===== config.mk =====
export PLATFORM = sky130hd
export DESIGN_NAME = timed_event_queue_unit
export DESIGN_NICKNAME = d
export VERILOG_FILES = /design/src/hw/rtl/teq_pkg.sv /design/src/hw/rtl/teq_ctrl.sv /design/src/hw/rtl/teq_dp.sv /design/src/hw/rtl/timed_event_queue_unit.sv
export SDC_FILE = /design/constraint.sdc
export NUM_CORES = 2
export LEC_CHECK = 0
export ABC_CLOCK_PERIOD_IN_PS = 7200
export BUFFER_PORTS_ARGS = -buffer_cell sky130_fd_sc_hd__buf_4
export CORE_MARGIN = 2
export CORE_UTILIZATION = 32
export DETAILED_ROUTE_END_ITERATION = 10
export PLACE_DENSITY = 0.47
export SYNTH_ARGS = -nofsm -noshare
export SYNTH_HDL_FRONTEND = slang
export SYNTH_HIERARCHICAL = 1
export SYNTH_SLANG_ARGS = --single-unit

===== constraint.sdc =====
create_clock -name i_clk -period 7.2 [get_ports i_clk]
set_input_delay 1.44 -clock i_clk [delete_from_list [all_inputs] [get_ports i_clk]]
set_output_delay 1.44 -clock i_clk [all_outputs]
set_load 0.03 [all_outputs]

===== src/hw/rtl/teq_pkg.sv =====
// Shared types and constants for the timed event queue.
`timescale 1ns / 1ps
package teq_pkg;

    localparam int TIME_W     = 32;
    localparam int DELAY_W    = 31;
    localparam int TAG_W      = 16;
    localparam int HANDLE_W   = 4;
    localparam int HANDLE_CNT = 16;
    localparam int CMD_W      = 2;
    localparam int STAT_W     = 3;

    // Input beat: tuser = cmd; tdata = event_time, delay, now, tag, handle.
    localparam int IN_DATA_W  = 120;
    localparam int OUT_DATA_W = 56;

    localparam logic [CMD_W-1:0] CMD_INS_ABS = 2'd0;
    localparam logic [CMD_W-1:0] CMD_INS_REL = 2'd1;
    localparam logic [CMD_W-1:0] CMD_CANCEL  = 2'd2;
    localparam logic [CMD_W-1:0] CMD_POLL    = 2'd3;

    localparam logic [STAT_W-1:0] STAT_INSERTED    = 3'd0;
    localparam logic [STAT_W-1:0] STAT_FULL        = 3'd1;
    localparam logic [STAT_W-1:0] STAT_CANCELLED   = 3'd2;
    localparam logic [STAT_W-1:0] STAT_NOT_FOUND   = 3'd3;
    localparam logic [STAT_W-1:0] STAT_FIRED       = 3'd4;
    localparam logic [STAT_W-1:0] STAT_NOTHING_DUE = 3'd5;

    typedef enum logic [1:0] {
        S_IDLE,
        S_EXEC,
        S_RESP
    } t_state;

    typedef struct packed {
        logic capture;   // latch the incoming command
        logic execute;   // apply it to the cell chain, load the result
    } t_dp_cmd;

endpackage


===== src/hw/rtl/teq_ctrl.sv =====
// Controller state machine of the timed event queue.
`timescale 1ns / 1ps
module teq_ctrl (
    input  logic            i_clk,
    input  logic            i_rst_n,
    input  logic            i_in_valid,
    input  logic            i_out_ready,
    output logic            o_in_ready,
    output logic            o_out_valid,
    output teq_pkg::t_dp_cmd o_dp_cmd
);
    import teq_pkg::*;

    t_state r_state;
    t_state n_state;

    always_ff @(posedge i_clk) begin
        if (!i_rst_n) begin
            r_state <= S_IDLE;
        end else begin
            r_state <= n_state;
        end
    end

    always_comb begin
        n_state = r_state;
        unique case (r_state)
            S_IDLE: begin
                if (i_in_valid) begin
                    n_state = S_EXEC;
                end
            end
            S_EXEC: begin
                n_state = S_RESP;
            end
            S_RESP: begin
                if (i_out_ready) begin
                    n_state = S_IDLE;
                end
            end
            default: begin
                n_state = S_IDLE;
            end
        endcase
    end

    always_comb begin
        o_in_ready       = 1'b0;
        o_out_valid      = 1'b0;
        o_dp_cmd.capture = 1'b0;
        o_dp_cmd.execute = 1'b0;
        unique case (r_state)
            S_IDLE: begin
                o_in_ready       = i_rst_n;
                o_dp_cmd.capture = i_in_valid & i_rst_n;
            end
            S_EXEC: begin
                o_dp_cmd.execute = 1'b1;
            end
            S_RESP: begin
                o_out_valid = 1'b1;
            end
            default: begin
                o_in_ready = 1'b0;
            end
        endcase
    end

endmodule


===== src/hw/rtl/teq_dp.sv =====
// Datapath of the timed event queue: sorted shift cell chain and result register.
`timescale 1ns / 1ps
module teq_dp #(
    parameter int DEPTH = 16
) (
    input  logic                          i_clk,
    input  logic                          i_rst_n,
    input  teq_pkg::t_dp_cmd              i_dp_cmd,
    input  logic [teq_pkg::CMD_W-1:0]     i_cmd,
    input  logic [teq_pkg::TIME_W-1:0]    i_event_time,
    input  logic [teq_pkg::DELAY_W-1:0]   i_delay,
    input  logic [teq_pkg::TIME_W-1:0]    i_now,
    input  logic [teq_pkg::TAG_W-1:0]     i_tag,
    input  logic [teq_pkg::HANDLE_W-1:0]  i_handle,
    output logic [teq_pkg::STAT_W-1:0]    o_status,
    output logic [teq_pkg::HANDLE_W-1:0]  o_result_handle,
    output logic [teq_pkg::TAG_W-1:0]     o_result_tag,
    output logic [teq_pkg::TIME_W-1:0]    o_fire_time
);
    import teq_pkg::*;

    localparam int CNT_W = $clog2(DEPTH + 1);

    // latched command
    logic [CMD_W-1:0]    r_op;
    logic [TIME_W-1:0]   r_time;
    logic [TIME_W-1:0]   r_now;
    logic [TAG_W-1:0]    r_tag;
    logic [HANDLE_W-1:0] r_handle;

    // cell chain, cell 0 is the head
    logic [TIME_W-1:0]   r_cell_time [DEPTH];
    logic [TAG_W-1:0]    r_cell_tag  [DEPTH];
    logic [HANDLE_W-1:0] r_cell_hdl  [DEPTH];
    logic [CNT_W-1:0]    r_count;
    logic [HANDLE_CNT-1:0] r_in_use;

    // result register
    logic [STAT_W-1:0]   r_status;
    logic [HANDLE_W-1:0] r_res_handle;
    logic [TAG_W-1:0]    r_res_tag;
    logic [TIME_W-1:0]   r_res_time;

    logic [DEPTH-1:0]    gt;      // live cell strictly earlier than the new time
    logic [DEPTH-1:0]    match;   // live cell holding the handle to cancel
    logic [DEPTH-1:0]    after;   // at or past the cancelled cell
    logic [HANDLE_W-1:0] free_hdl;
    logic                full;
    logic                found;
    logic                due;
    logic                do_ins;

    always_ff @(posedge i_clk) begin
        if (i_dp_cmd.capture) begin
            r_op     <= i_cmd;
            r_now    <= i_now;
            r_tag    <= i_tag;
            r_handle <= i_handle;
            if (i_cmd == CMD_INS_REL) begin
                r_time <= i_now + {1'b0, i_delay};
            end else begin
                r_time <= i_event_time;
            end
        end
    end

    genvar gi;
    generate
        for (gi = 0; gi < DEPTH; gi++) begin : g_flag
            logic live;
            assign live      = r_count > CNT_W'(gi);
            assign gt[gi]    = live && (r_time > r_cell_time[gi]);
            assign match[gi] = live && (r_cell_hdl[gi] == r_handle);
            if (gi == 0) begin : g_head
                assign after[gi] = match[gi];
            end else begin : g_rest
                assign after[gi] = after[gi-1] | match[gi];
            end
        end
    endgenerate

    always_comb begin
        free_hdl = '0;
        for (int j = HANDLE_CNT - 1; j >= 0; j--) begin
            if (!r_in_use[j]) begin
                free_hdl = HANDLE_W'(j);
            end
        end
    end

    assign full   = (r_count == CNT_W'(DEPTH)) || (&r_in_use);
    assign found  = |match;
    assign due    = (r_count != '0) && !(r_cell_time[0] > r_now);
    assign do_ins = ((r_op == CMD_INS_ABS) || (r_op == CMD_INS_REL)) && !full;

    generate
        for (gi = 0; gi < DEPTH; gi++) begin : g_cell
            logic                at_pos;
            logic [TIME_W-1:0]   p_time;
            logic [TAG_W-1:0]    p_tag;
            logic [HANDLE_W-1:0] p_hdl;
            logic [TIME_W-1:0]   s_time;
            logic [TAG_W-1:0]    s_tag;
            logic [HANDLE_W-1:0] s_hdl;

            if (gi == 0) begin : g_first
                assign at_pos = !gt[gi];
                assign p_time = r_time;
                assign p_tag  = r_tag;
                assign p_hdl  = free_hdl;
            end else begin : g_mid
                assign at_pos = !gt[gi] && gt[gi-1];
                assign p_time = r_cell_time[gi-1];
                assign p_tag  = r_cell_tag[gi-1];
                assign p_hdl  = r_cell_hdl[gi-1];
            end

            if (gi == DEPTH - 1) begin : g_last
                assign s_time = r_cell_time[gi];
                assign s_tag  = r_cell_tag[gi];
                assign s_hdl  = r_cell_hdl[gi];
            end else begin : g_inner
                assign s_time = r_cell_time[gi+1];
                assign s_tag  = r_cell_tag[gi+1];
                assign s_hdl  = r_cell_hdl[gi+1];
            end

            always_ff @(posedge i_clk) begin
                if (i_dp_cmd.execute) begin
                    if (do_ins && at_pos) begin
                        r_cell_time[gi] <= r_time;
                        r_cell_tag[gi]  <= r_tag;
                        r_cell_hdl[gi]  <= free_hdl;
                    end else if (do_ins && !gt[gi]) begin
                        r_cell_time[gi] <= p_time;
                        r_cell_tag[gi]  <= p_tag;
                        r_cell_hdl[gi]  <= p_hdl;
                    end else if ((r_op == CMD_CANCEL && after[gi])
                                 || (r_op == CMD_POLL && due)) begin
                        r_cell_time[gi] <= s_time;
                        r_cell_tag[gi]  <= s_tag;
                        r_cell_hdl[gi]  <= s_hdl;
                    end
                end
            end
        end
    endgenerate

    always_ff @(posedge i_clk) begin
        if (!i_rst_n) begin
            r_count  <= '0;
            r_in_use <= '0;
        end else if (i_dp_cmd.execute) begin
            case (r_op)
                CMD_INS_ABS, CMD_INS_REL: begin
                    if (!full) begin
                        r_count            <= r_count + CNT_W'(1);
                        r_in_use[free_hdl] <= 1'b1;
                    end
                end
                CMD_CANCEL: begin
                    if (found) begin
                        r_count            <= r_count - CNT_W'(1);
                        r_in_use[r_handle] <= 1'b0;
                    end
                end
                default: begin
                    if (due) begin
                        r_count                 <= r_count - CNT_W'(1);
                        r_in_use[r_cell_hdl[0]] <= 1'b0;
                    end
                end
            endcase
        end
    end

    always_ff @(posedge i_clk) begin
        if (i_dp_cmd.execute) begin
            case (r_op)
                CMD_INS_ABS, CMD_INS_REL: begin
                    r_status     <= full ? STAT_FULL : STAT_INSERTED;
                    r_res_handle <= full ? '0 : free_hdl;
                    r_res_tag    <= '0;
                    r_res_time   <= '0;
                end
                CMD_CANCEL: begin
                    r_status     <= found ? STAT_CANCELLED : STAT_NOT_FOUND;
                    r_res_handle <= '0;
                    r_res_tag    <= '0;
                    r_res_time   <= '0;
                end
                default: begin
                    r_status     <= due ? STAT_FIRED : STAT_NOTHING_DUE;
                    r_res_handle <= due ? r_cell_hdl[0] : '0;
                    r_res_tag    <= due ? r_cell_tag[0] : '0;
                    r_res_time   <= due ? r_cell_time[0] : '0;
                end
            endcase
        end
    end

    assign o_status        = r_status;
    assign o_result_handle = r_res_handle;
    assign o_result_tag    = r_res_tag;
    assign o_fire_time     = r_res_time;

endmodule


===== src/hw/rtl/timed_event_queue_unit.sv =====
// A result beat is offered once its command has passed the EXEC state, where the
// chain is updated and the result registered; accept, chain update and result beat
//   follow in turn, and the shift cell chain settles any command in that one update.
// The next command is taken only once the previous result beat has been taken.
// Reset (i_rst_n low, synchronous) empties the queue and frees all handles;
//   no clearing pass is needed, the unit takes a command right after reset.
`timescale 1ns / 1ps
module timed_event_queue_unit #(
    parameter int DEPTH = 16
) (
    input  logic         i_clk,
    input  logic         i_rst_n,
    // command stream
    input  logic         s_axis_tvalid,
    output logic         s_axis_tready,
    // [31:0] event_time, [62:32] delay, [94:63] now, [110:95] tag,
    // [114:111] handle, [119:115] zero
    input  logic [119:0] s_axis_tdata,
    // [1:0] cmd
    input  logic [1:0]   s_axis_tuser,
    // result stream
    output logic         m_axis_tvalid,
    input  logic         m_axis_tready,
    // [3:0] result_handle, [19:4] result_tag, [51:20] fire_time, [55:52] zero
    output logic [55:0]  m_axis_tdata,
    // [2:0] status
    output logic [2:0]   m_axis_tuser
);
    import teq_pkg::*;

    t_dp_cmd             dp_cmd;
    logic [HANDLE_W-1:0] res_handle;
    logic [TAG_W-1:0]    res_tag;
    logic [TIME_W-1:0]   res_time;

    // Controller: one command in flight, IDLE -> EXEC -> RESP.
    teq_ctrl u_ctrl (
        .i_clk       (i_clk),
        .i_rst_n     (i_rst_n),
        .i_in_valid  (s_axis_tvalid),
        .i_out_ready (m_axis_tready),
        .o_in_ready  (s_axis_tready),
        .o_out_valid (m_axis_tvalid),
        .o_dp_cmd    (dp_cmd)
    );

    // Datapath: unpack the command beat. The relative-time add is done
    // when the beat is latched, so the chain compare sees a plain time.
    teq_dp #(
        .DEPTH (DEPTH)
    ) u_dp (
        .i_clk           (i_clk),
        .i_rst_n         (i_rst_n),
        .i_dp_cmd        (dp_cmd),
        .i_cmd           (s_axis_tuser),
        .i_event_time    (s_axis_tdata[31:0]),
        .i_delay         (s_axis_tdata[62:32]),
        .i_now           (s_axis_tdata[94:63]),
        .i_tag           (s_axis_tdata[110:95]),
        .i_handle        (s_axis_tdata[114:111]),
        .o_status        (m_axis_tuser),
        .o_result_handle (res_handle),
        .o_result_tag    (res_tag),
        .o_fire_time     (res_time)
    );

    assign m_axis_tdata = {4'b0000, res_time, res_tag, res_handle};

endmodule


**After elaboration in Yosys (flattened, before gate mapping)**

Memories as Yosys holds them, arrays and structs flattened.
Index checks and enable logic that the tools add are counted.

- Bits in registers: 164
- Bits in latches: 0
- Memory bits (writable): 832
- ROM bits: 0
- Input port bits: 126
- Output and inout port bits: 61
- Memories: 3

Memory list:

| name | depth | bits a word | rd ports | clocked after Yosys merged registers in | write ports | line | RTL |
|---|---|---|---|---|---|---|---|
| u_dp.r_cell_time | 16 | 32 | 16 | 0 | 16 | teq_dp.sv:32 | `logic [TIME_W-1:0] r_cell_time [DEPTH];` |
| u_dp.r_cell_tag | 16 | 16 | 16 | 0 | 16 | teq_dp.sv:33 | `logic [TAG_W-1:0] r_cell_tag [DEPTH];` |
| u_dp.r_cell_hdl | 16 | 4 | 16 | 0 | 16 | teq_dp.sv:34 | `logic [HANDLE_W-1:0] r_cell_hdl [DEPTH];` |

- Add/sub/neg operators: 3
- Multipliers: 0
- Div/mod/pow operators: 0
- $lt $le $gt $ge: 39
- Equality and inequality tests: 27
- Shift operators: 0
- Multiplexer cells: 325
- Bitwise logic cells: 115
- Reductions and logical operators: 146

Operator list:

| kind | number |
|---|---|
| 2-to-1 mux 32 bit | 32 |
| greater-than comparator 32 bit | 17 |
| 2-to-1 mux 16 bit | 34 |
| 2-to-1 mux 1 bit | 197 |
| 2-to-1 mux 4 bit | 49 |
| OR 1 bit | 108 |
| logical AND 1 bit | 100 |
| == test 4 bit | 16 |
| greater-than comparator 5 x 4 -> 1 bit (second input constant) | 8 |
| adder 32 x 31 -> 32 bit | 1 |
| bitwise AND 16 bit | 2 |
| NOT 16 bit | 2 |
| one-hot mux 16 bit (2 select lines) | 1 |
| greater-than comparator 5 x 3 -> 1 bit (second input constant) | 4 |
| logical NOT 1 bit | 18 |
| logical OR 1 bit | 18 |
| OR 16 bit | 1 |
| AND reduction 16 bit | 1 |
| OR reduction 16 bit | 1 |
| < comparator 4 x 5 -> 1 bit (second input constant) | 3 |
| 2-to-1 mux 5 bit | 3 |
| demux 1 bit (select 4 bit) | 3 |
| >= comparator 4 x 1 -> 1 bit (second input constant) | 3 |
| greater-than comparator 5 x 1 -> 1 bit (second input constant) | 2 |
| 22 further kinds | 31 |

**Depth between registers and ports, before layout**

An unclocked memory read counts as a cell.

- Depth after elaboration: 26
- Depth in mapped cells: 16
- Gate-level depth less buffers: 12

**Modules after synthesis**

Netlist, hierarchy kept.

Modules (own cells, without submodules):

| module | times used | cells each | area an instance (sq um) | seq. area each (sq um) |
|---|---|---|---|---|
| teq_dp | 1 | 6260 | 64260.4 | 29638.4 |
| teq_ctrl | 1 | 10 | 102.6 | 40.0 |
| timed_event_queue_unit | 1 | 5 | 33.8 | 0.0 |

**Worst setup path before layout**

OpenSTA, ideal clock, no wires.

- Kind: register to register
- Start: reg u_dp.r_time[3], in the netlist u_dp/g_cell[0].p_time[3]
- End: mem u_dp.r_cell_hdl[0][0] (enable)
- Setup time: 0.534 ns
- Data arrival time: 6.029 ns
- Data required time: 6.666 ns
- Path slack: 0.637 ns
- Cell stages (with the launch flop): 10
- Buffers on the path: 2
- Path through: edfxtp_1 ha_1 a2111oi_0 a21oi_1 a21oi_1 a31oi_1 o31a_1 buf_1 clkbuf_1 o21ai_0

RTL lines:

| item | line | RTL |
|---|---|---|
| from (decl) | teq_dp.sv:26 | `logic [TIME_W-1:0] r_time;` |
| from (signal assigned) | teq_dp.sv:60 | `r_time <= i_now + {1'b0, i_delay};` |
| from (signal assigned) | teq_dp.sv:62 | `r_time <= i_event_time;` |
| to (decl) | teq_dp.sv:34 |  |

==> qor.csv <==
metric,value,unit
status,finished clean,
Die Wd,453,um
Final ANT Viol Nets,0,
worst reg2reg endpoint,u_dp/r_cell_tag[0][80]$_DFFE_PP_,
number of port buffers,177,
most common cell in the netlist,edfxtp_1,
CP dominant cell by count,buf_4,
largest family of logic cells by synthesized area,multiplexers,
Via Count,48000,
Worst Path Arrival,6.18,ns
CTS buffer count,117,
leading post-synthesis cells by cell area,"edfxtp_1 45%, ha_1 11%, mux2i_1 11%",
dpl cell area,0.0691,mm2
FF+latch area,0.0297,mm2
Combinational Power Share,14.2,%
clock sink total,996,
Critical Path Start Type,flop,
Buf/Inv on CP,2,
Simple-Gate Fraction of Synth Area,9.80,%
Hold Path Class,reg -> reg,
Fmax,0.176,GHz
adder-cell share of the synthesized area,11.3,%
Worst-Skew Late Latency,0.80,ns
"Distinct cells, synth",85,
DR pass1 iterations,5,
Critical Path RT,7.69,ns
Util after Layout,36.5,%
First DRT Iteration DRCs,3347,
reg-to-reg startpoint,u_dp/g_cell[0].p_time[3]$_DFFE_PP_,
"Worst Setup Slack, final",1.51,ns
CP max FO,40,
worst-margin pin slew,1.30,ns
Synth area leader,edfxtp_1,
net switching power,4190,uW
CTS-repair resized insts,0,
Mapped Area,0.0644,mm2
Min Hold Slack,0.504,ns
sequential share of power,45.8,%
most frequent cells after synthesis,"973 x edfxtp_1, 836 x a21oi_1, 749 x nor2_1, 707 x mux2i_1, 581 x ha_1",
Async SR Flop Fraction,0,%
Hold Path End,u_dp/r_in_use[11]$_SDFFE_PN0P_,
RSZ-0062 raised after global routing,false,
Mapped Cells,6275,
initial antenna violation count,2,
crit-path leading delay family,compound AO/OA/AOI/OAI gates,
# rows,164,
area growth from synthesis to layout,13.3,%
Seq cells post-synth,996,
area of the core,0.200,mm2
"Top FF cell, synth",edfxtp_1,
Final nets,7069,
vias in the first global route,48100,
Routed WL,205000,um
mux contribution to synthesized area,13.0,%
Crit path depth,11,
CTS Buffer Depth,3,
Pint,11000,uW
Synth warnings,6,
overall routing resource usage,19.6,%
routability cong.,0.880,
Power Dens Cells,208,mW/mm2
CTS H-tree lvls,3,
Worst Skew,0.0535,ns
post-synthesis average cell area,10.3,um2
worst hold path cell count,2,
placed wire-length estimate,146000,um
sw frac,27.6,%
Post-Synth XOR/XNOR Area,1.17,%
R2R Setup Slk,1.51,ns
Fillers,20200,
# setup viols final,0,
Clk pwr share,40.0,%
Post-synth EDFFs,973,
CTS clock-pin slew for the worst setup and hold paths,0.06,ns
grt total ovfl,0,
layout cell share with drive strength beyond 1,9.36,%
Setup Slack @ Placement,1.55,ns
Final period util,79.0,%
buffer count from post-CTS setup fixing,0,
Worst slew margin,13.1,%
setup TNS,0,ns
Max-Cap Viols,0,
sequential fraction of the synthesis area,46.1,%
CTS tree,done,
hold_buf cts,0,
Routed WL per cell,22.5,um
hold path startpoint,u_dp/r_in_use[11]$_SDFFE_PN0P_,
post-layout instance area,0.0730,mm2
crit end category,flop,
Root Buffer Master,clkbuf_16,
static leakage,0.0304,uW
Die Y,453,um
Final min period,5.69,ns
Compound-Gate Fraction of Synth Area,12.8,%
maximum number of pins on one net before global-route repair,105,
final hold vios,0,
global-route wire length before repair,307000,um
critical-path cell list,"buf_4, ha_1, a2111o_1, o211a_1, o31ai_1, a2111oi_0, o211ai_1, and2_4, buf_4, mux2i_1, a21oi_1",
Peak VDD IR,0.208,mV
Yosys top cell area share,45.4,%
io pins,187,
worst reg2reg path depth,11,
peak per-stage delay on the critical path,0.89,ns
die area,0.205,mm2
# DRC,0,
Initial Util,32.2,%
vias per cell,5.27,
critical path class,reg -> reg,
Slew Limit Fails,0,
CP max stage cell,and2_4,
Multi-input gate area,0.0314,mm2
-- per-stage QoR --
step           instances  power [uW]
2_1_floorplan       6278        8420
3_3_place_gp        8898        9170
3_5_place_dp        8898        9210
4_1_cts             9118       15400
5_1_grt             9119       15800
6_report            9119       15200
-- cells by family after synthesis --
family | count (synthesis)
compound gates | 1438
flops | 996
simple gates | 1420
other cells | 1
xor+xnor | 86
fa+ha+maj | 582
buf+inv | 928
mux | 824
-- worst register-to-register path, cell delays in order (launching register included) --
cell and delay, ns:
edfxtp_1 0.87, buf_4 0.30, ha_1 0.25, a2111o_1 0.40, o211a_1 0.28, o31ai_1 0.55
a2111oi_0 0.27, o211ai_1 0.65, and2_4 0.90, buf_4 0.49, mux2i_1 0.32, a21oi_1 0.11
-- power groups by stage --
stage | Combinational (uW) | Sequential (uW) | Clock [uW]
3_5_place_dp | 2140 | 7070 | 0
3_3_place_gp | 2100 | 7070 | 0
6_report | 2150 | 6950 | 6060
4_1_cts | 2150 | 6950 | 6250
2_1_floorplan | 1400 | 7030 | 0
5_1_grt | 2380 | 6980 | 6460
-- worst max path at each step --
stage	from	to
after floorplan	u_dp/g_cell[0].p_time[3]$_DFFE_PP_	u_dp/r_cell_hdl[0][0]$_DFFE_PP_
after global placement	u_dp/r_cell_time[0][29]$_DFFE_PP_	u_dp/r_cell_time[0][161]$_DFFE_PP_
after detailed placement	u_dp/r_cell_time[0][29]$_DFFE_PP_	u_dp/r_cell_tag[0][29]$_DFFE_PP_
after CTS	u_dp/r_cell_time[0][29]$_DFFE_PP_	u_dp/r_cell_hdl[0][7]$_DFFE_PP_
after global routing	u_dp/r_cell_time[0][29]$_DFFE_PP_	u_dp/r_cell_hdl[0][7]$_DFFE_PP_
final	u_dp/g_cell[0].p_time[3]$_DFFE_PP_	u_dp/r_cell_tag[0][80]$_DFFE_PP_
-- placed cells by master, fill, tap and decap left out, drive strengths merged, types with 12 or more instances in the layout --
cell type  count
nor2b         32
a31oi         14
nand2b        18
mux2i        707
nor2         749
and4          17
ha           581
o21ai        240
a21oi        838
and2          28
nor3          79
xor2          62
xnor2         24
a221oi        18
clkinv        58
nand2        255
nor3b         12
and3          17
o31ai         22
o21a          32
edfxtp       973
clkbuf       149
mux2         117
nor4          25
buf          319
dfxtp         23
a211oi        20
a21o         106
inv          574
nand3         64
o211ai        38
nand4         96
-- cell type report --
cell class / instances / share of cell area [%]
Sequential cell: 996 / 40.7
Antenna cell: 1 / 0.00343
Multi-Input combinational cell: 4354 / 43.0
Clock inverter: 71 / 1.02
Tap cell: 2656 / 4.55
Timing Repair Buffer: 319 / 3.57
Clock buffer: 149 / 4.25
Inverter: 573 / 2.95
-- flip-flops by register name, indices dropped and copies added, names as in the netlist, 32 cells and up --
| register | flops |
|---|---|
| u_dp/r_cell_hdl | 64 |
| u_dp/g_cell.p_time | 32 |
| u_dp/o_fire_time | 32 |
| u_dp/r_now | 32 |
| u_dp/r_cell_time | 512 |
| u_dp/r_cell_tag | 256 |
-- layer usage --
metal  routed length, um  track usage, %  share of wire (%)
met2               94900            32.0                 46
met3                8290            2.01                4.0
met4                5630            5.98                2.7
met5                   0               0                  0
met1               96100            27.2                 47
(Power assumes the default switching activity.)
